==> src/rlc_pkg.sv <==
// Package for the rudder limit calibration block.
// Holds widths, constants, microcode word types and the microcode ROM.
// No dependencies.
package rlc_pkg;

    localparam int POT_BITS = 12;
    localparam int POT_IN_W = 12;
    localparam int ANGLE_W  = 14;
    localparam int MAG_W    = 13;
    localparam int BAND_W   = 13;
    localparam int PHASE_W  = 3;

    localparam int QUO_W    = 14;
    localparam int CNT_W    = $clog2(QUO_W);
    localparam int SPAN_W   = POT_BITS + 1;
    localparam int REM_W    = SPAN_W + 1;
    localparam int T_W      = POT_BITS + 3;
    localparam int TM_W     = POT_BITS + 1;
    localparam int PROD_W   = MAG_W + TM_W;
    localparam int NUM_W    = PROD_W + 1;

    localparam logic [MAG_W-1:0]          ANGLE_MAX  = MAG_W'(7854);
    localparam logic signed [ANGLE_W-1:0] ANGLE_LIM  = ANGLE_W'(7854);
    localparam logic [BAND_W-1:0]         BAND_RESET = BAND_W'(1000);

    localparam logic [PHASE_W-1:0] PHC_IDLE        = 3'd0;
    localparam logic [PHASE_W-1:0] PHC_INIT        = 3'd1;
    localparam logic [PHASE_W-1:0] PHC_FIRST_PORT  = 3'd2;
    localparam logic [PHASE_W-1:0] PHC_FIRST_STAR  = 3'd3;
    localparam logic [PHASE_W-1:0] PHC_SECOND_PORT = 3'd4;
    localparam logic [PHASE_W-1:0] PHC_SECOND_STAR = 3'd5;
    localparam logic [PHASE_W-1:0] PHC_RECENTER    = 3'd6;

    localparam int PC_W = 3;

    localparam logic [PC_W-1:0] STEP_LOAD = 3'd0;
    localparam logic [PC_W-1:0] STEP_MUL  = 3'd1;
    localparam logic [PC_W-1:0] STEP_PREP = 3'd2;
    localparam logic [PC_W-1:0] STEP_DIV  = 3'd3;
    localparam logic [PC_W-1:0] STEP_FIN  = 3'd4;
    localparam logic [PC_W-1:0] STEP_UPD  = 3'd5;
    localparam logic [PC_W-1:0] STEP_EMIT = 3'd6;

    typedef enum logic [1:0] {
        COND_ALWAYS   = 2'd0,
        COND_IN_VALID = 2'd1,
        COND_DIV_DONE = 2'd2,
        COND_OUT_FREE = 2'd3
    } cond_t;

    typedef struct packed {
        logic             ld;
        logic             mul;
        logic             prep;
        logic             div;
        logic             fin;
        logic             upd;
        logic             emit;
        cond_t            cond;
        logic             jump;
        logic [PC_W-1:0]  target;
    } uword_t;

    typedef struct packed {
        logic take;
        logic ld;
        logic mul;
        logic prep;
        logic div;
        logic fin;
        logic upd;
        logic emit;
    } ops_t;

    typedef struct packed {
        logic in_valid;
        logic out_free;
        logic div_done;
    } seq_flags_t;

    typedef struct packed {
        logic               dir;
        logic               run;
        logic               calibrated;
        logic               calibrating;
        logic               save;
        logic [PHASE_W-1:0] phase;
    } cal_status_t;

    // Step holds until its condition is true, then falls through or jumps.
    function automatic uword_t ucode_rom(logic [PC_W-1:0] pc);
        uword_t w;
        w = '0;
        case (pc)
            STEP_LOAD:
            begin
                w.ld   = 1'b1;
                w.cond = COND_IN_VALID;
            end
            STEP_MUL:  w.mul  = 1'b1;
            STEP_PREP: w.prep = 1'b1;
            STEP_DIV:
            begin
                w.div  = 1'b1;
                w.cond = COND_DIV_DONE;
            end
            STEP_FIN:  w.fin  = 1'b1;
            STEP_UPD:  w.upd  = 1'b1;
            STEP_EMIT:
            begin
                w.emit   = 1'b1;
                w.cond   = COND_OUT_FREE;
                w.jump   = 1'b1;
                w.target = STEP_LOAD;
            end
            default:
            begin
                w.jump   = 1'b1;
                w.target = STEP_LOAD;
            end
        endcase
        return w;
    endfunction

endpackage

==> src/rlc_in_if.sv <==
// Sample channel: valid/ready handshake with one sensor sample as payload.
// Depends on rlc_pkg.
interface rlc_in_if import rlc_pkg::*; ();
    logic                valid;
    logic                ready;
    logic [POT_IN_W-1:0] pot_value;
    logic                at_port_limit;
    logic                at_starboard_limit;
    logic                start_request;

    modport source (
        output valid, pot_value, at_port_limit, at_starboard_limit, start_request,
        input  ready
    );
    modport sink (
        input  valid, pot_value, at_port_limit, at_starboard_limit, start_request,
        output ready
    );
endinterface

==> src/rlc_out_if.sv <==
// Result channel: valid/ready handshake with angle and calibration status.
// Depends on rlc_pkg.
interface rlc_out_if import rlc_pkg::*; ();
    logic                       valid;
    logic                       ready;
    logic signed [ANGLE_W-1:0]  rudder_angle;
    logic                       drive_direction;
    logic                       drive_run;
    logic                       is_calibrated;
    logic                       is_calibrating;
    logic [POT_IN_W-1:0]        port_reading;
    logic [POT_IN_W-1:0]        starboard_reading;
    logic                       save_pulse;
    logic [PHASE_W-1:0]         phase;

    modport source (
        output valid, rudder_angle, drive_direction, drive_run, is_calibrated,
               is_calibrating, port_reading, starboard_reading, save_pulse, phase,
        input  ready
    );
    modport sink (
        input  valid, rudder_angle, drive_direction, drive_run, is_calibrated,
               is_calibrating, port_reading, starboard_reading, save_pulse, phase,
        output ready
    );
endinterface

==> src/rlc_sequencer.sv <==
// Microcode sequencer: step counter, control ROM lookup, wait/jump logic.
// Depends on rlc_pkg (ucode_rom, uword_t, ops_t).
module rlc_sequencer import rlc_pkg::*; (
    input  logic       clk,
    input  logic       rst_n,
    input  seq_flags_t flags,
    output ops_t       ops
);

    logic [PC_W-1:0] pc_reg;
    logic [PC_W-1:0] pc_next;
    uword_t          w;
    logic            go;

    always_comb
    begin
        w = ucode_rom(pc_reg);
        case (w.cond)
            COND_ALWAYS:   go = 1'b1;
            COND_IN_VALID: go = flags.in_valid;
            COND_DIV_DONE: go = flags.div_done;
            COND_OUT_FREE: go = flags.out_free;
            default:       go = 1'b1;
        endcase

        pc_next = pc_reg;
        if (go)
        begin
            pc_next = w.jump ? w.target : pc_reg + PC_W'(1);
        end

        ops.take = w.ld;
        ops.ld   = w.ld & go;
        ops.mul  = w.mul;
        ops.prep = w.prep;
        ops.div  = w.div;
        ops.fin  = w.fin;
        ops.upd  = w.upd;
        ops.emit = w.emit & go;
    end

    always_ff @(posedge clk or negedge rst_n)
    begin
        if (!rst_n)
        begin
            pc_reg <= STEP_LOAD;
        end
        else
        begin
            pc_reg <= pc_next;
        end
    end

endmodule

==> src/rlc_angle_unit.sv <==
// Angle datapath: span/offset, one constant multiply, restoring divider
// (one quotient bit per step), rounding, clamp and sign. Depends on rlc_pkg.
module rlc_angle_unit import rlc_pkg::*; (
    input  logic                      clk,
    input  logic                      rst_n,
    input  ops_t                      ops,
    input  logic [POT_BITS-1:0]       pot_in,
    input  logic [POT_BITS-1:0]       port_latch,
    input  logic [POT_BITS-1:0]       stb_latch,
    output logic [POT_BITS-1:0]       pot,
    output logic signed [ANGLE_W-1:0] angle,
    output logic [MAG_W-1:0]          mag,
    output logic                      div_done
);

    logic [POT_BITS-1:0]       pot_reg;
    logic [PROD_W-1:0]         prod_reg;
    logic [POT_BITS-1:0]       dmag_reg;
    logic                      neg_reg;
    logic                      zero_reg;
    logic                      off_pos_reg;
    logic                      off_neg_reg;
    logic [REM_W-1:0]          rem_reg;
    logic [QUO_W-1:0]          low_reg;
    logic [QUO_W-1:0]          q_reg;
    logic                      ovf_reg;
    logic [CNT_W-1:0]          cnt_reg;
    logic signed [ANGLE_W-1:0] angle_reg;
    logic [MAG_W-1:0]          mag_reg;

    logic signed [T_W-1:0]     t_val;
    logic signed [T_W-1:0]     t_neg;
    logic [TM_W-1:0]           tmag;
    logic [POT_BITS-1:0]       dmag;
    logic [NUM_W-1:0]          num_val;
    logic [SPAN_W-1:0]         den;
    logic [REM_W-1:0]          trial;
    logic                      fits;
    logic [MAG_W-1:0]          qclamp;
    logic [MAG_W-1:0]          m_sel;
    logic                      neg_sel;
    logic [ANGLE_W-1:0]        m_ext;

    always_comb
    begin
        // 7854*(span - 2*off) with span - 2*off = stb + port - 2*pot
        t_val = $signed(T_W'(stb_latch)) + $signed(T_W'(port_latch))
              - $signed(T_W'({pot_reg, 1'b0}));
        t_neg = -t_val;
        tmag  = t_val[T_W-1] ? t_neg[TM_W-1:0] : t_val[TM_W-1:0];
        dmag  = (stb_latch >= port_latch) ? stb_latch - port_latch
                                          : port_latch - stb_latch;

        // q = (2*|num| + |span|) / (2*|span|)
        num_val = {prod_reg, 1'b0} + NUM_W'(dmag_reg);
        den     = {dmag_reg, 1'b0};
        trial   = {rem_reg[SPAN_W-1:0], low_reg[QUO_W-1]};
        fits    = trial >= REM_W'(den);

        qclamp  = (ovf_reg || q_reg > QUO_W'(ANGLE_MAX)) ? ANGLE_MAX : q_reg[MAG_W-1:0];
        if (zero_reg)
        begin
            m_sel   = (off_pos_reg || off_neg_reg) ? ANGLE_MAX : '0;
            neg_sel = off_pos_reg;
        end
        else
        begin
            m_sel   = qclamp;
            neg_sel = neg_reg;
        end
        m_ext = {1'b0, m_sel};
    end

    always_ff @(posedge clk or negedge rst_n)
    begin
        if (!rst_n)
        begin
            cnt_reg <= '0;
        end
        else if (ops.prep)
        begin
            cnt_reg <= '0;
        end
        else if (ops.div)
        begin
            cnt_reg <= cnt_reg + CNT_W'(1);
        end
    end

    always_ff @(posedge clk)
    begin
        if (ops.ld)
        begin
            pot_reg <= pot_in;
        end
        if (ops.mul)
        begin
            prod_reg    <= PROD_W'(ANGLE_MAX) * PROD_W'(tmag);
            dmag_reg    <= dmag;
            neg_reg     <= t_val[T_W-1] ^ (stb_latch < port_latch);
            zero_reg    <= stb_latch == port_latch;
            off_pos_reg <= pot_reg > port_latch;
            off_neg_reg <= pot_reg < port_latch;
        end
        if (ops.prep)
        begin
            rem_reg <= REM_W'(num_val[NUM_W-1:QUO_W]);
            low_reg <= num_val[QUO_W-1:0];
            ovf_reg <= num_val[NUM_W-1:QUO_W] >= den;
            q_reg   <= '0;
        end
        if (ops.div)
        begin
            rem_reg <= fits ? trial - REM_W'(den) : trial;
            low_reg <= {low_reg[QUO_W-2:0], 1'b0};
            q_reg   <= {q_reg[QUO_W-2:0], fits};
        end
        if (ops.fin)
        begin
            angle_reg <= neg_sel ? -m_ext : m_ext;
            mag_reg   <= m_sel;
        end
    end

    assign pot      = pot_reg;
    assign angle    = angle_reg;
    assign mag      = mag_reg;
    assign div_done = cnt_reg == CNT_W'(QUO_W - 1);

endmodule

==> src/rlc_cal_state.sv <==
// Calibration sequence: phase state machine, end-stop latches and flags.
// Depends on rlc_pkg (ops_t, cal_status_t, phase codes).
module rlc_cal_state import rlc_pkg::*; (
    input  logic                clk,
    input  logic                rst_n,
    input  ops_t                ops,
    input  logic                start,
    input  logic                port_lim,
    input  logic                star_lim,
    input  logic [POT_BITS-1:0] pot,
    input  logic [MAG_W-1:0]    mag,
    input  logic [BAND_W-1:0]   band,
    output logic [POT_BITS-1:0] port_latch,
    output logic [POT_BITS-1:0] stb_latch,
    output cal_status_t         status
);

    typedef enum logic [6:0] {
        PH_IDLE        = 7'b0000001,
        PH_INIT        = 7'b0000010,
        PH_FIRST_PORT  = 7'b0000100,
        PH_FIRST_STAR  = 7'b0001000,
        PH_SECOND_PORT = 7'b0010000,
        PH_SECOND_STAR = 7'b0100000,
        PH_RECENTER    = 7'b1000000
    } phase_t;

    phase_t              phase_reg, phase_next;
    logic [POT_BITS-1:0] port_reg, port_next;
    logic [POT_BITS-1:0] stb_reg, stb_next;
    logic                cald_reg, cald_next;
    logic                caling_reg, caling_next;
    logic                run_reg, run_next;
    logic                dir_reg, dir_next;
    logic                save_reg, save_next;
    logic                plim_reg;
    logic                slim_reg;

    always_comb
    begin
        phase_next  = phase_reg;
        port_next   = port_reg;
        stb_next    = stb_reg;
        cald_next   = cald_reg;
        caling_next = caling_reg;
        run_next    = run_reg;
        dir_next    = dir_reg;
        save_next   = save_reg;

        if (ops.ld && start && !caling_reg)
        begin
            phase_next = PH_INIT;
        end

        if (ops.upd)
        begin
            save_next = 1'b0;
            case (phase_reg)
                PH_INIT:
                begin
                    cald_next   = 1'b0;
                    caling_next = 1'b1;
                    run_next    = 1'b1;
                    port_next   = '0;
                    stb_next    = '0;
                    phase_next  = slim_reg ? PH_FIRST_PORT : PH_FIRST_STAR;
                    dir_next    = slim_reg;
                end
                PH_FIRST_PORT:
                begin
                    if (plim_reg)
                    begin
                        port_next  = pot;
                        phase_next = PH_SECOND_STAR;
                        dir_next   = 1'b0;
                    end
                end
                PH_FIRST_STAR:
                begin
                    if (slim_reg)
                    begin
                        stb_next   = pot;
                        phase_next = PH_SECOND_PORT;
                        dir_next   = 1'b1;
                    end
                end
                PH_SECOND_PORT:
                begin
                    if (plim_reg)
                    begin
                        port_next  = pot;
                        save_next  = 1'b1;
                        phase_next = PH_RECENTER;
                        dir_next   = 1'b0;
                        cald_next  = 1'b1;
                    end
                end
                PH_SECOND_STAR:
                begin
                    if (slim_reg)
                    begin
                        stb_next   = pot;
                        save_next  = 1'b1;
                        phase_next = PH_RECENTER;
                        dir_next   = 1'b1;
                        cald_next  = 1'b1;
                    end
                end
                PH_RECENTER:
                begin
                    if (BAND_W'(mag) < band)
                    begin
                        run_next    = 1'b0;
                        caling_next = 1'b0;
                        phase_next  = PH_IDLE;
                    end
                end
                default: ;
            endcase
        end
    end

    always_ff @(posedge clk or negedge rst_n)
    begin
        if (!rst_n)
        begin
            phase_reg  <= PH_IDLE;
            port_reg   <= '0;
            stb_reg    <= '0;
            cald_reg   <= 1'b0;
            caling_reg <= 1'b0;
            run_reg    <= 1'b0;
            dir_reg    <= 1'b0;
            save_reg   <= 1'b0;
        end
        else
        begin
            phase_reg  <= phase_next;
            port_reg   <= port_next;
            stb_reg    <= stb_next;
            cald_reg   <= cald_next;
            caling_reg <= caling_next;
            run_reg    <= run_next;
            dir_reg    <= dir_next;
            save_reg   <= save_next;
        end
    end

    always_ff @(posedge clk)
    begin
        if (ops.ld)
        begin
            plim_reg <= port_lim;
            slim_reg <= star_lim;
        end
    end

    always_comb
    begin
        case (phase_reg)
            PH_IDLE:        status.phase = PHC_IDLE;
            PH_INIT:        status.phase = PHC_INIT;
            PH_FIRST_PORT:  status.phase = PHC_FIRST_PORT;
            PH_FIRST_STAR:  status.phase = PHC_FIRST_STAR;
            PH_SECOND_PORT: status.phase = PHC_SECOND_PORT;
            PH_SECOND_STAR: status.phase = PHC_SECOND_STAR;
            PH_RECENTER:    status.phase = PHC_RECENTER;
            default:        status.phase = PHC_IDLE;
        endcase
        status.dir         = dir_reg;
        status.run         = run_reg;
        status.calibrated  = cald_reg;
        status.calibrating = caling_reg;
        status.save        = save_reg;
    end

    assign port_latch = port_reg;
    assign stb_latch  = stb_reg;

endmodule

==> src/rudder_limit_calibration_core.sv <==
// Rudder limit calibration core: one sample in, one angle/status result out.
// Each sample transaction runs load, multiply, prepare, the 14-step restoring divider, finish,
// update and emit under the microcode sequencer; the next sample is taken only after emit.
// A waiting result sits in the output register while the next sample is taken.
// Reset (rst_n low, asynchronous): idle phase, latches and flags cleared, band 1000.
// Depends on rlc_pkg, rlc_in_if, rlc_out_if, rlc_sequencer, rlc_angle_unit, rlc_cal_state.
module rudder_limit_calibration_core import rlc_pkg::*; (
    input  logic               clk,
    input  logic               rst_n,
    rlc_in_if.sink             sample,
    rlc_out_if.source          result,
    input  logic               cfg_we,
    input  logic [BAND_W-1:0]  cfg_data
);

    ops_t                      ops;
    seq_flags_t                flags;
    cal_status_t               status;
    logic [BAND_W-1:0]         band_reg;
    logic                      out_valid_reg, out_valid_next;
    logic [POT_BITS-1:0]       pot;
    logic [POT_BITS-1:0]       port_latch;
    logic [POT_BITS-1:0]       stb_latch;
    logic signed [ANGLE_W-1:0] angle;
    logic [MAG_W-1:0]          mag;
    logic                      div_done;

    logic signed [ANGLE_W-1:0] angle_out_reg;
    cal_status_t               status_out_reg;
    logic [POT_IN_W-1:0]       port_out_reg;
    logic [POT_IN_W-1:0]       stb_out_reg;

    assign flags.in_valid = sample.valid;
    assign flags.out_free = !out_valid_reg || result.ready;
    assign flags.div_done = div_done;
    assign sample.ready   = ops.take;

    rlc_sequencer u_seq (
        .clk   (clk),
        .rst_n (rst_n),
        .flags (flags),
        .ops   (ops)
    );

    rlc_angle_unit u_angle (
        .clk        (clk),
        .rst_n      (rst_n),
        .ops        (ops),
        .pot_in     (POT_BITS'(sample.pot_value)),
        .port_latch (port_latch),
        .stb_latch  (stb_latch),
        .pot        (pot),
        .angle      (angle),
        .mag        (mag),
        .div_done   (div_done)
    );

    rlc_cal_state u_cal (
        .clk        (clk),
        .rst_n      (rst_n),
        .ops        (ops),
        .start      (sample.start_request),
        .port_lim   (sample.at_port_limit),
        .star_lim   (sample.at_starboard_limit),
        .pot        (pot),
        .mag        (mag),
        .band       (band_reg),
        .port_latch (port_latch),
        .stb_latch  (stb_latch),
        .status     (status)
    );

    always_comb
    begin
        out_valid_next = out_valid_reg;
        if (ops.emit)
        begin
            out_valid_next = 1'b1;
        end
        else if (result.ready)
        begin
            out_valid_next = 1'b0;
        end
    end

    always_ff @(posedge clk or negedge rst_n)
    begin
        if (!rst_n)
        begin
            band_reg      <= BAND_RESET;
            out_valid_reg <= 1'b0;
        end
        else
        begin
            if (cfg_we)
            begin
                band_reg <= cfg_data;
            end
            out_valid_reg <= out_valid_next;
        end
    end

    always_ff @(posedge clk)
    begin
        if (ops.emit)
        begin
            angle_out_reg  <= angle;
            status_out_reg <= status;
            port_out_reg   <= POT_IN_W'(port_latch);
            stb_out_reg    <= POT_IN_W'(stb_latch);
        end
    end

    assign result.valid             = out_valid_reg;
    assign result.rudder_angle      = angle_out_reg;
    assign result.drive_direction   = status_out_reg.dir;
    assign result.drive_run         = status_out_reg.run;
    assign result.is_calibrated     = status_out_reg.calibrated;
    assign result.is_calibrating    = status_out_reg.calibrating;
    assign result.port_reading      = port_out_reg;
    assign result.starboard_reading = stb_out_reg;
    assign result.save_pulse        = status_out_reg.save;
    assign result.phase             = status_out_reg.phase;

    a_one_sample_in_flight: assert property (@(posedge clk) disable iff (!rst_n)
        sample.valid && sample.ready |=> !sample.ready)
        else $error("sample taken while previous one still in work");

    a_run_tracks_calibrating: assert property (@(posedge clk) disable iff (!rst_n)
        result.valid |-> result.drive_run == result.is_calibrating)
        else $error("drive_run and is_calibrating disagree");

    a_phase_tracks_calibrating: assert property (@(posedge clk) disable iff (!rst_n)
        result.valid |-> result.is_calibrating == (result.phase != PHC_IDLE))
        else $error("phase and is_calibrating disagree");

    a_save_implies_calibrated: assert property (@(posedge clk) disable iff (!rst_n)
        result.valid && result.save_pulse |-> result.is_calibrated)
        else $error("save_pulse without is_calibrated");

    a_angle_in_range: assert property (@(posedge clk) disable iff (!rst_n)
        result.valid |-> result.rudder_angle <= ANGLE_LIM
                         && result.rudder_angle >= -ANGLE_LIM)
        else $error("rudder_angle outside clamp range");

endmodule
==> src/flat_wrapper.sv <==
// flat-port wrapper written by rule: the top's interface ports become plain ports
module rudder_limit_calibration_core_flat import rlc_pkg::*;
  (clk, rst_n, cfg_we, cfg_data, sample_valid, sample_pot_value, sample_at_port_limit, sample_at_starboard_limit, sample_start_request, sample_ready, result_valid, result_rudder_angle, result_drive_direction, result_drive_run, result_is_calibrated, result_is_calibrating, result_port_reading, result_starboard_reading, result_save_pulse, result_phase, result_ready);
  rlc_in_if sample_i ();
  rlc_out_if result_i ();
  input  logic clk;
  input  logic rst_n;
  input  logic cfg_we;
  input  logic [BAND_W-1:0] cfg_data;
  input wire logic [$bits(sample_i.valid)-1:0] sample_valid;
  input wire logic [$bits(sample_i.pot_value)-1:0] sample_pot_value;
  input wire logic [$bits(sample_i.at_port_limit)-1:0] sample_at_port_limit;
  input wire logic [$bits(sample_i.at_starboard_limit)-1:0] sample_at_starboard_limit;
  input wire logic [$bits(sample_i.start_request)-1:0] sample_start_request;
  output wire logic [$bits(sample_i.ready)-1:0] sample_ready;
  output wire logic [$bits(result_i.valid)-1:0] result_valid;
  output wire logic [$bits(result_i.rudder_angle)-1:0] result_rudder_angle;
  output wire logic [$bits(result_i.drive_direction)-1:0] result_drive_direction;
  output wire logic [$bits(result_i.drive_run)-1:0] result_drive_run;
  output wire logic [$bits(result_i.is_calibrated)-1:0] result_is_calibrated;
  output wire logic [$bits(result_i.is_calibrating)-1:0] result_is_calibrating;
  output wire logic [$bits(result_i.port_reading)-1:0] result_port_reading;
  output wire logic [$bits(result_i.starboard_reading)-1:0] result_starboard_reading;
  output wire logic [$bits(result_i.save_pulse)-1:0] result_save_pulse;
  output wire logic [$bits(result_i.phase)-1:0] result_phase;
  input wire logic [$bits(result_i.ready)-1:0] result_ready;
  assign sample_i.valid = sample_valid;
  assign sample_i.pot_value = sample_pot_value;
  assign sample_i.at_port_limit = sample_at_port_limit;
  assign sample_i.at_starboard_limit = sample_at_starboard_limit;
  assign sample_i.start_request = sample_start_request;
  assign sample_ready = sample_i.ready;
  assign result_valid = result_i.valid;
  assign result_rudder_angle = result_i.rudder_angle;
  assign result_drive_direction = result_i.drive_direction;
  assign result_drive_run = result_i.drive_run;
  assign result_is_calibrated = result_i.is_calibrated;
  assign result_is_calibrating = result_i.is_calibrating;
  assign result_port_reading = result_i.port_reading;
  assign result_starboard_reading = result_i.starboard_reading;
  assign result_save_pulse = result_i.save_pulse;
  assign result_phase = result_i.phase;
  assign result_i.ready = result_ready;
  rudder_limit_calibration_core u_core (.clk(clk), .rst_n(rst_n), .sample(sample_i), .result(result_i), .cfg_we(cfg_we), .cfg_data(cfg_data));
endmodule
==> config.mk <==
export PLATFORM = sky130hd
export DESIGN_NAME = rudder_limit_calibration_core_flat
export DESIGN_NICKNAME = d
export VERILOG_FILES = /design/src/rlc_pkg.sv /design/src/rlc_in_if.sv /design/src/rlc_out_if.sv /design/src/rlc_sequencer.sv /design/src/rlc_angle_unit.sv /design/src/rlc_cal_state.sv /design/src/rudder_limit_calibration_core.sv /design/src/flat_wrapper.sv
export SDC_FILE = /design/constraint.sdc
export NUM_CORES = 1
export LEC_CHECK = 0
export BUFFER_PORTS_ARGS = -buffer_cell sky130_fd_sc_hd__clkbuf_2
export CORE_MARGIN = 8
export CORE_UTILIZATION = 30
export CTS_BUF_LIST = sky130_fd_sc_hd__clkbuf_4 sky130_fd_sc_hd__clkbuf_8
export CTS_CLUSTER_SIZE = 28
export DETAILED_ROUTE_END_ITERATION = 16
export PLACE_DENSITY_LB_ADDON = 0.2
export SYNTH_ARGS = -nofsm -noshare
export SYNTH_HDL_FRONTEND = slang
export SYNTH_HIERARCHICAL = 1
export SYNTH_SLANG_ARGS = --single-unit
export TNS_END_PERCENT = 30
==> constraint.sdc <==
create_clock -name clk -period 11.18 [get_ports clk]
set_clock_uncertainty 0.05 [all_clocks]
set_input_delay 2.236 -clock clk [delete_from_list [all_inputs] [get_ports clk]]
set_output_delay 2.236 -clock clk [all_outputs]
set_load 0.02 [all_outputs]
==> results of run 1 <==
==> metrics by stage <==
step | util [%] | std cells
final | 34.3 | 2346
after global placement | 32.5 | 2263
after global routing | 34.3 | 2346
after floorplan | - | 1518
after detailed placement | 32.5 | 2263
after CTS | 34.3 | 2345
==> layout make-up <==
| cell class | instances | area, sq um |
|---|---|---|
| fillers | 5481 | 35400 |
| multi-input cells | 1022 | 8810 |
| flip-flops and latches | 224 | 6440 |
| inverters | 233 | 877 |
| well taps | 696 | 871 |
| clock buffers | 61 | 752 |
| repair buffers | 88 | 460 |
| clock inverters | 21 | 230 |
| diodes | 1 | 2.50 |
==> kinds of logic (layout without fill, tap and decap cells) <==
kind of cell,Yosys count,after routing,synth area share (%)
compound gates,299,299,12.5
mux,40,40,2.84
simple gates,331,331,10.4
xor+xnor,97,97,5.36
fa+ha+maj,255,255,22.7
buf+inv,272,403,6.72
flops,224,224,39.5
other cells,0,1,0
==> metal layers <==
metal / part of all wire (%) / up-vias / wire length, um / global-route usage (%)
met3: 3.7 / 26 / 1400 / 2.47
met4: 1.0 / 0 / 392 / 2.27
met2: 46 / 157 / 17400 / 20.1
met1: 49 / 5289 / 18500 / 16.7
li1: - / 5463 / - / -
met5: 0 / - / 0 / 0
==> Yosys cell counts, types with 4 or more instances <==
cell	count	area, sq um
inv_1	232	871
ha_1	184	2300
edfxtp_1	167	5010
nand2_1	104	390
nor2_1	71	267
fa_1	70	1400
a21oi_1	69	345
xnor2_1	66	578
o21ai_0	55	275
dfrtp_1	49	1230
xor2_1	29	254
a21o_1	28	210
o21a_1	25	188
a22o_1	21	184
and2_1	21	131
mux2i_1	20	200
nand2b_1	19	119
nand4_1	18	113
nor2b_1	18	113
clkbuf_1	17	63.8
nor3_1	14	70.1
and3_1	13	81.3
nand3_1	13	65.1
o21bai_1	13	97.6
mux2_2	10	113
mux2_4	10	150
o21ai_1	10	50.1
buf_4	8	60.1
o31ai_1	8	60.1
a31oi_1	7	43.8
dfstp_2	7	184
a211oi_1	5	37.5
a221oi_1	5	43.8
buf_2	5	25.0
buf_6	5	56.3
or3_1	5	31.3
a211o_1	4	35.0
buf_1	4	15.0
nand3b_1	4	30.0
nand4b_1	4	35.0
o211ai_1	4	30.0
o22ai_1	4	25.0
o311ai_0	4	35.0
==> worst max-delay path by stage <==
stage	start	to	slack (ps)
floorplan	u_core/u_angle/pot[5]	u_core/u_angle/prod_reg[25]	3030
global placement	u_core/u_angle/pot[1]	u_core/u_angle/prod_reg[25]	2320
detailed placement	u_core/u_angle/pot[1]	u_core/u_angle/prod_reg[25]	2080
CTS	u_core/u_angle/pot[1]	u_core/u_angle/prod_reg[25]	2050
global route	u_core/u_angle/pot[1]	u_core/u_angle/prod_reg[25]	1370
finish	u_core/u_cal/port_latch[2]	u_core/u_angle/prod_reg[25]	2060
==> impl_results.md, run 1 <==
- Status: finished clean
- Crit-path leading delay family: adder cells
- H-Tree Level Count: 2
- FF-to-FF setup slack: 2060 ps
- Worst-Skew Late Latency: 600 ps
- Resize count post-CTS: 0
- Buffers on Ports: 80
- Syn. warnings: 6
- Critical path depth: 30
- Mapped Cells: 1,518
- Gr usage total: 12.2%
- Fin crit period: 9120 ps
- # DRC: 0
- Vias per cell: 4.66
- Setup crit end kind: register
- Critical Path AT: 9390 ps
- Worst-path clk slew: 60 ps
- Syn Area/Cell: 10.8 sq um
- Worst Tran Pin Value: 1130 ps
- Post-CTS Hold Buffers: 0
- Reg2reg end: u_core/u_angle/prod_reg[25]
- Io pins: 81
- Required time of the critical path: 11,450 ps
- Post-CTS Setup Inserts: 0
- Via count: 10.9k
- Area of the die: 62,100 sq um
- Part of the Yosys area used for sequential elements: 39.5%
- Setup TNS: 0 ps
- Most frequent cells in the layout: inv_1 (232), ha_1 (183), edfxtp_1 (167)
- WHS Endpoint: u_core/result.rudder_angle[9]
- Fin worst setup slack: 2060 ps
- Clock root cell: clkbuf_8
- Fin crit share: 81.6%
- Placed inst area: 17,500 sq um
- Fin area: 18,400 sq um
- Worst r2r src: u_core/u_cal/port_latch[2]
- GRT overflow: 0
- Share of cells above drive strength 1: 13.6%
- Hold_ws: 370 ps
- Nets: 1,900
- Pre-CTS worst setup slack: 2080 ps
- Slowest cell on the critical path: a2111oi_0
- Final Max Slew Viols: 0
- Kind of critical path: reg2reg
- Initial Util: 30.3%
- Synth async-reset ratio: 25.0%
- Cts bufs inserted: 44
- Number of antenna violations at the first check in global routing: 1
- Routed Antenna Nets: 0
- Synth cell types: 96
- Startpoint types: register
- R2r worst-path depth: 30
- Post-DP HPWL: 29,700 um
- Clk sinks: 224
- Cell depth of the worst hold path: 0
- HP Start: u_core/u_angle/angle[9]
- Primary FF master, synth: edfxtp_1
- Starting DRC count in detailed routing: 575
- P&R area growth vs syn: 13.0%
- Maximum net fanout on the critical path: 9
- Max reg flops: 24
- Syn Std Cell Area: 16,300 sq um
- GPL Wtd Cong: 0.840
- WP buf/inv: 5
- First-pass GRT wire length: 62,500 um
- Slew margin rel.: 24.4%
- Number of global-route vias before repair: 11.4k
- CP peak stage delay: 710 ps
- Placement row count: 85
- RSZ-0062 raised after global routing: false
- Most used cell, CP: fa_1
- Final wirelength: 37,700 um
- Die width: 249 um
- EDFF count, synth: 167
- Achievable Freq: 110 MHz
- Final setup vio count: 0
- Most common cell after layout, fill and taps aside: inv_1
- CTS tree: done
- Core Footprint: 53,800 sq um
- #FFs+latches synth: 224
- Max-cap violations: 0
- WL/cell: 16.1 um
- Die Y: 249 um
- TritonRoute pass-1 iters: 5
- Worst Hold Class: reg2reg
- Clock buffer depth: 3
- Pin count of the biggest net entering global routing: 61
- Net Count, Synth: 1,805
- Final hold vios: 0
Power of run 1 is left out: the tool's default activity adds up to more than one toggle a clock period on the data nets, which glitch-free logic cannot reach.
==> inputs of run 2 (changes only) <==
- clock period: 11.18 -> 7.62 ns (I/O delays scaled with it)
==> impl_results.md, run 2 (synthesis gave the netlist of run 1 again) <==
- Crit-path leading delay family: adder cells
- Critical Path AT: 7600 ps
- Pin count of the biggest net entering global routing: 61
- Slowest cell on the critical path: fa_2
- Placement row count: 85
- Required time of the critical path: 7870 ps
- Die width: 249 um
- Number of antenna violations at the first check in global routing: 2
- Fin worst setup slack: 268 ps
- Number of global-route vias before repair: 12.1k
- Core Footprint: 53,800 sq um
- Worst Tran Pin Value: 1300 ps
- WP buf/inv: 7
- TritonRoute pass-1 iters: 5
- Routed Antenna Nets: 0
- Clock buffer depth: 3
- CTS tree: done
- Worst-path clk slew: 60 ps
- Most common cell after layout, fill and taps aside: inv_1
- Placed inst area: 18,300 sq um
- Status: finished clean
- Clock root cell: clkbuf_8
- Achievable Freq: 136 MHz
- Fin crit period: 7350 ps
- Most frequent cells in the layout: inv_1 (215), ha_1 (169), edfxtp_1 (167)
- WL/cell: 15.8 um
- Fin crit share: 96.5%
- Initial Util: 30.3%
- # DRC: 0
- Share of cells above drive strength 1: 23.3%
- Die Y: 249 um
- Post-CTS Hold Buffers: 0
- Cts bufs inserted: 41
- Kind of critical path: reg2reg
- Fin area: 19,600 sq um
- Setup crit end kind: register
- GPL Wtd Cong: 0.854
- Pre-CTS worst setup slack: -112 ps
- Max reg flops: 24
- First-pass GRT wire length: 64,200 um
- Post-DP HPWL: 30,600 um
- Final setup vio count: 0
- Final wirelength: 38,700 um
- Clk sinks: 224
- Gr usage total: 12.5%
- P&R area growth vs syn: 20.1%
- Hold_ws: 369 ps
- Layout Cells excl Fill: 2,457
- Worst-Skew Late Latency: 590 ps
- RSZ-0062 raised after global routing: true
- Max-cap violations: 0
- GRT overflow: 0
- Starting DRC count in detailed routing: 660
- Startpoint types: register
- CP peak stage delay: 560 ps
- Maximum net fanout on the critical path: 7
- Final hold vios: 0
- Nets: 2,016
- Slew margin rel.: 12.7%
- Buffers on Ports: 80
- FF-to-FF setup slack: 270 ps
- H-Tree Level Count: 2
- Area of the die: 62,100 sq um
- Inst Count DP: 2,359
- Vias per cell: 4.67
- Worst Hold Class: reg2reg
- Fillcell total: 5,414
- Io pins: 81
- Final Max Slew Viols: 0
- Via count: 11.5k
-- run 2: area by class of cell --
class | count | area [sq um] | area share [%]
inverter | 233 | 877 | 4.47
tap | 696 | 871 | 4.44
clock inverter | 24 | 180 | 0.919
sequential | 224 | 6440 | 32.9
timing repair buffer | 207 | 1360 | 6.92
multi-input combinational | 1022 | 9240 | 47.1
antenna | 1 | 2.50 | 0.0128
clock buffer | 50 | 638 | 3.25
-- run 2: metrics by stage --
step	setup TNS, ps	utilization (%)
2_1_floorplan	0	-
3_3_place_gp	0	34.0
3_5_place_dp	-144	34.0
4_1_cts	0	35.8
5_1_grt	-84.4	36.4
6_report	0	36.4
-- run 2: path summary, 6_finish.rpt --
check,start,end,cells after the start
setup / recovery,u_core/u_cal/stb_latch[5],u_core/u_angle/prod_reg[25],32
hold / removal,u_core/u_angle/angle[8],u_core/result.rudder_angle[8],0
setup reg to reg,u_core/u_cal/stb_latch[5],u_core/u_angle/prod_reg[25],32
hold reg to reg,u_core/u_angle/angle[8],u_core/result.rudder_angle[8],0
max in group asynchronous,rst_n,u_core/u_cal/port_latch[8],2
min in group asynchronous,rst_n,u_core/band_reg[11],1
-- run 2: worst reg2reg max path, delay by kind of cell (launching register included) --
kind | cells | cell delay (ps)
adder cells (fa/ha/maj) | 8 | 3590
XOR/XNOR | 2 | 240
AO/OA/AOI/OAI | 10 | 1640
buffers and inverters | 7 | 520
flip-flops | 1 | 360
AND/OR/NAND/NOR | 5 | 690
-- run 2: per-layer routing --
metal | share of wire, % | vias to the layer above | global-route usage (%)
met5 | 0.031 | - | 0
met4 | 1.7 | 2 | 3.36
met3 | 3.8 | 50 | 2.38
met2 | 47 | 191 | 20.8
met1 | 47 | 5552 | 16.6
li1 | - | 5682 | -
-- run 2: repair_timing --
item | CTS | global route
pin swaps | 32 | 60
gates resized for setup | 23 | 54
endpoints found under the setup margin | 3 | 7
setup buffers | 11 | 12
Power of run 2 is left out for the same reason.
==> inputs of run 3 (changes only) <==
- CTS_CLUSTER_DIAMETER: not set -> 50
- SYNTH_HIERARCHICAL: 1 -> not set
==> impl_results.md, run 3 <==
- WL/cell: 15.8 um
- Buffers on Ports: 80
- End-of-flow core utilization: 35.8%
- Fin crit share: 98.7%
- Achievable Freq: 133 MHz
- Maximum net fanout on the critical path: 7
- Most frequent cell after synthesis: inv_1
- Kind of critical path: reg2reg
- H-Tree Level Count: 1
- Placement row count: 84
- Primary FF master, synth: edfxtp_1
- Most common cell after layout, fill and taps aside: inv_1
- Final wirelength: 38,000 um
- Final setup vio count: 0
- Io pins: 81
- Via count: 11.2k
- Most frequent cells in the layout: inv_1 (210), ha_1 (171), edfxtp_1 (166)
- Required time of the critical path: 7920 ps
- Worst-Skew Late Latency: 630 ps
- Initial Util: 30.4%
- Status: finished clean
- Commonest cells in the netlist: inv_1 (225), ha_1 (181), edfxtp_1 (166)
- Worst Hold Class: reg2reg
- Synth async-reset ratio: 25.1%
- RSZ-0062 raised after global routing: true
- TritonRoute pass-1 iters: 5
- Routed Antenna Nets: 0
- #FFs+latches synth: 223
- Pin count of the biggest net entering global routing: 57
- Post-DP HPWL: 30,200 um
- EDFF count, synth: 166
- Synth cell types: 75
- CP peak stage delay: 550 ps
- Final hold vios: 0
- Startpoint types: register
- Max-cap violations: 0
- Clock buffer depth: 3
- Critical Path AT: 7820 ps
- Final Max Slew Viols: 0
- CTS tree: done
- Starting DRC count in detailed routing: 685
- Syn Std Cell Area: 16,000 sq um
- Area of the die: 61,000 sq um
- Nets: 1,984
- Syn. warnings: 0
- Top cells by area, synth: edfxtp_1 (31%), ha_1 (14%), fa_1 (8.9%)
- Gr usage total: 12.2%
- GRT overflow: 0
- Clock root cell: clkbuf_8
- Worst Tran Pin Value: 1060 ps
- Clk sinks: 223
- Number of antenna violations at the first check in global routing: 1
- Top cell type by total area after synthesis: edfxtp_1
- Number of global-route vias before repair: 11.2k
- # DRC: 0
- Worst-path clk slew: 90 ps
- Core Footprint: 52,700 sq um
- Vias per cell: 4.65
- Max reg flops: 25
- Net Count, Synth: 1,808
- First-pass GRT wire length: 60,700 um
- Slowest cell on the critical path: fa_1
- Share of cells above drive strength 1: 19.1%
- Mapped Cells: 1,523
- Die Y: 247 um
- Synth top area share: 31.1%
- Inst Count DP: 2,337
- GPL Wtd Cong: 0.837
- Syn Area/Cell: 10.5 sq um
- P&R area growth vs syn: 17.9%
- Fin crit period: 7520 ps
- Die width: 247 um
- Part of the Yosys area used for sequential elements: 40.1%
- Cts bufs inserted: 29
- Slew margin rel.: 29.1%
- Setup crit end kind: register
- Layout Cells excl Fill: 2,411
-- run 3: cell count changes after synthesis, moves of 11 or more --
| cell | previous run | this run |
|---|---|---|
| nand2_1 | 104 | 120 |
| o21ai_0 | 55 | 71 |
| o31ai_1 | 8 | 23 |
| a22o_1 | 21 | 8 |
| clkbuf_1 | 17 | 28 |
| mux2i_1 | 20 | 9 |
-- run 3: routing by layer --
layer	GRT usage (%)	vias to the layer above	routed length [um]
met4	3.01	0	831
met1	16.8	5361	18100
met2	20.0	156	17900
li1	-	5647	-
met5	0	-	0
met3	1.60	48	1220
-- run 3: worst paths after layout --
path,startpoint,to,slack [ps],cells after the start
worst max-delay path,u_core.u_cal.port_latch[2],u_core.u_angle.prod_reg[25],100,32
worst min-delay path,u_core.u_angle.angle[7],u_core.result.rudder_angle[7],370,0
worst max register to register,u_core.u_cal.port_latch[2],u_core.u_angle.prod_reg[25],100,32
worst min register to register,u_core.u_angle.angle[7],u_core.result.rudder_angle[7],370,0
max in group asynchronous,rst_n,u_core.u_cal.port_latch[8],5950,2
min in group asynchronous,rst_n,u_core.band_reg[11],1000,2
-- run 3: worst max-delay path: cells and delay by family (launching register included) --
kind	cells	cell delay, ps
buf+inv	8	570
fa+ha+maj	8	3520
simple gates	3	310
flops	1	370
compound gates	11	1990
xor+xnor	2	440
-- run 3: kinds of logic after synthesis --
kind of cell             Yosys count  share of synthesized area [%]
multiplexers                      22                           1.48
XOR/XNOR                          97                           5.53
buffers and inverters            262                           6.22
flip-flops                       223                           40.1
AND/OR/NAND/NOR                  331                           9.71
adder cells (fa/ha/maj)          252                           23.0
AO/OA/AOI/OAI                    336                           14.0
-- run 3: final cells by class --
class	instances	area, sq um
Clock buffer	33	442
Antenna cell	1	2.50
Multi-Input combinational cell	1038	8890
Sequential cell	223	6410
Inverter	226	848
Timing Repair Buffer	181	1170
Tap cell	688	861
Fill cell	5313	33800
Clock inverter	21	240
-- run 3: metrics by stage --
stage / setup slack (ps) / hold slack, ps / TNS, ps / cell area, sq um
final: 96.7 / 374 / 0 / 18900
after global routing: -174 / 387 / -311 / 18900
after CTS: 56.5 / 375 / 0 / 18600
after detailed placement: -51.1 / 355 / -95.7 / 17900
after global placement: 122 / 355 / 0 / 17900
after floorplan: 45.6 / 350 / 0 / 16100
-- run 3: timing repair --
action | in CTS | in global routing
pin swaps | 4 | 38
setup endpoints to repair | 2 | 5
setup buffers | 1 | 18
resized for setup | 2 | 42
hold buffers | 0 | 0
Power of run 3 is left out for the same reason.
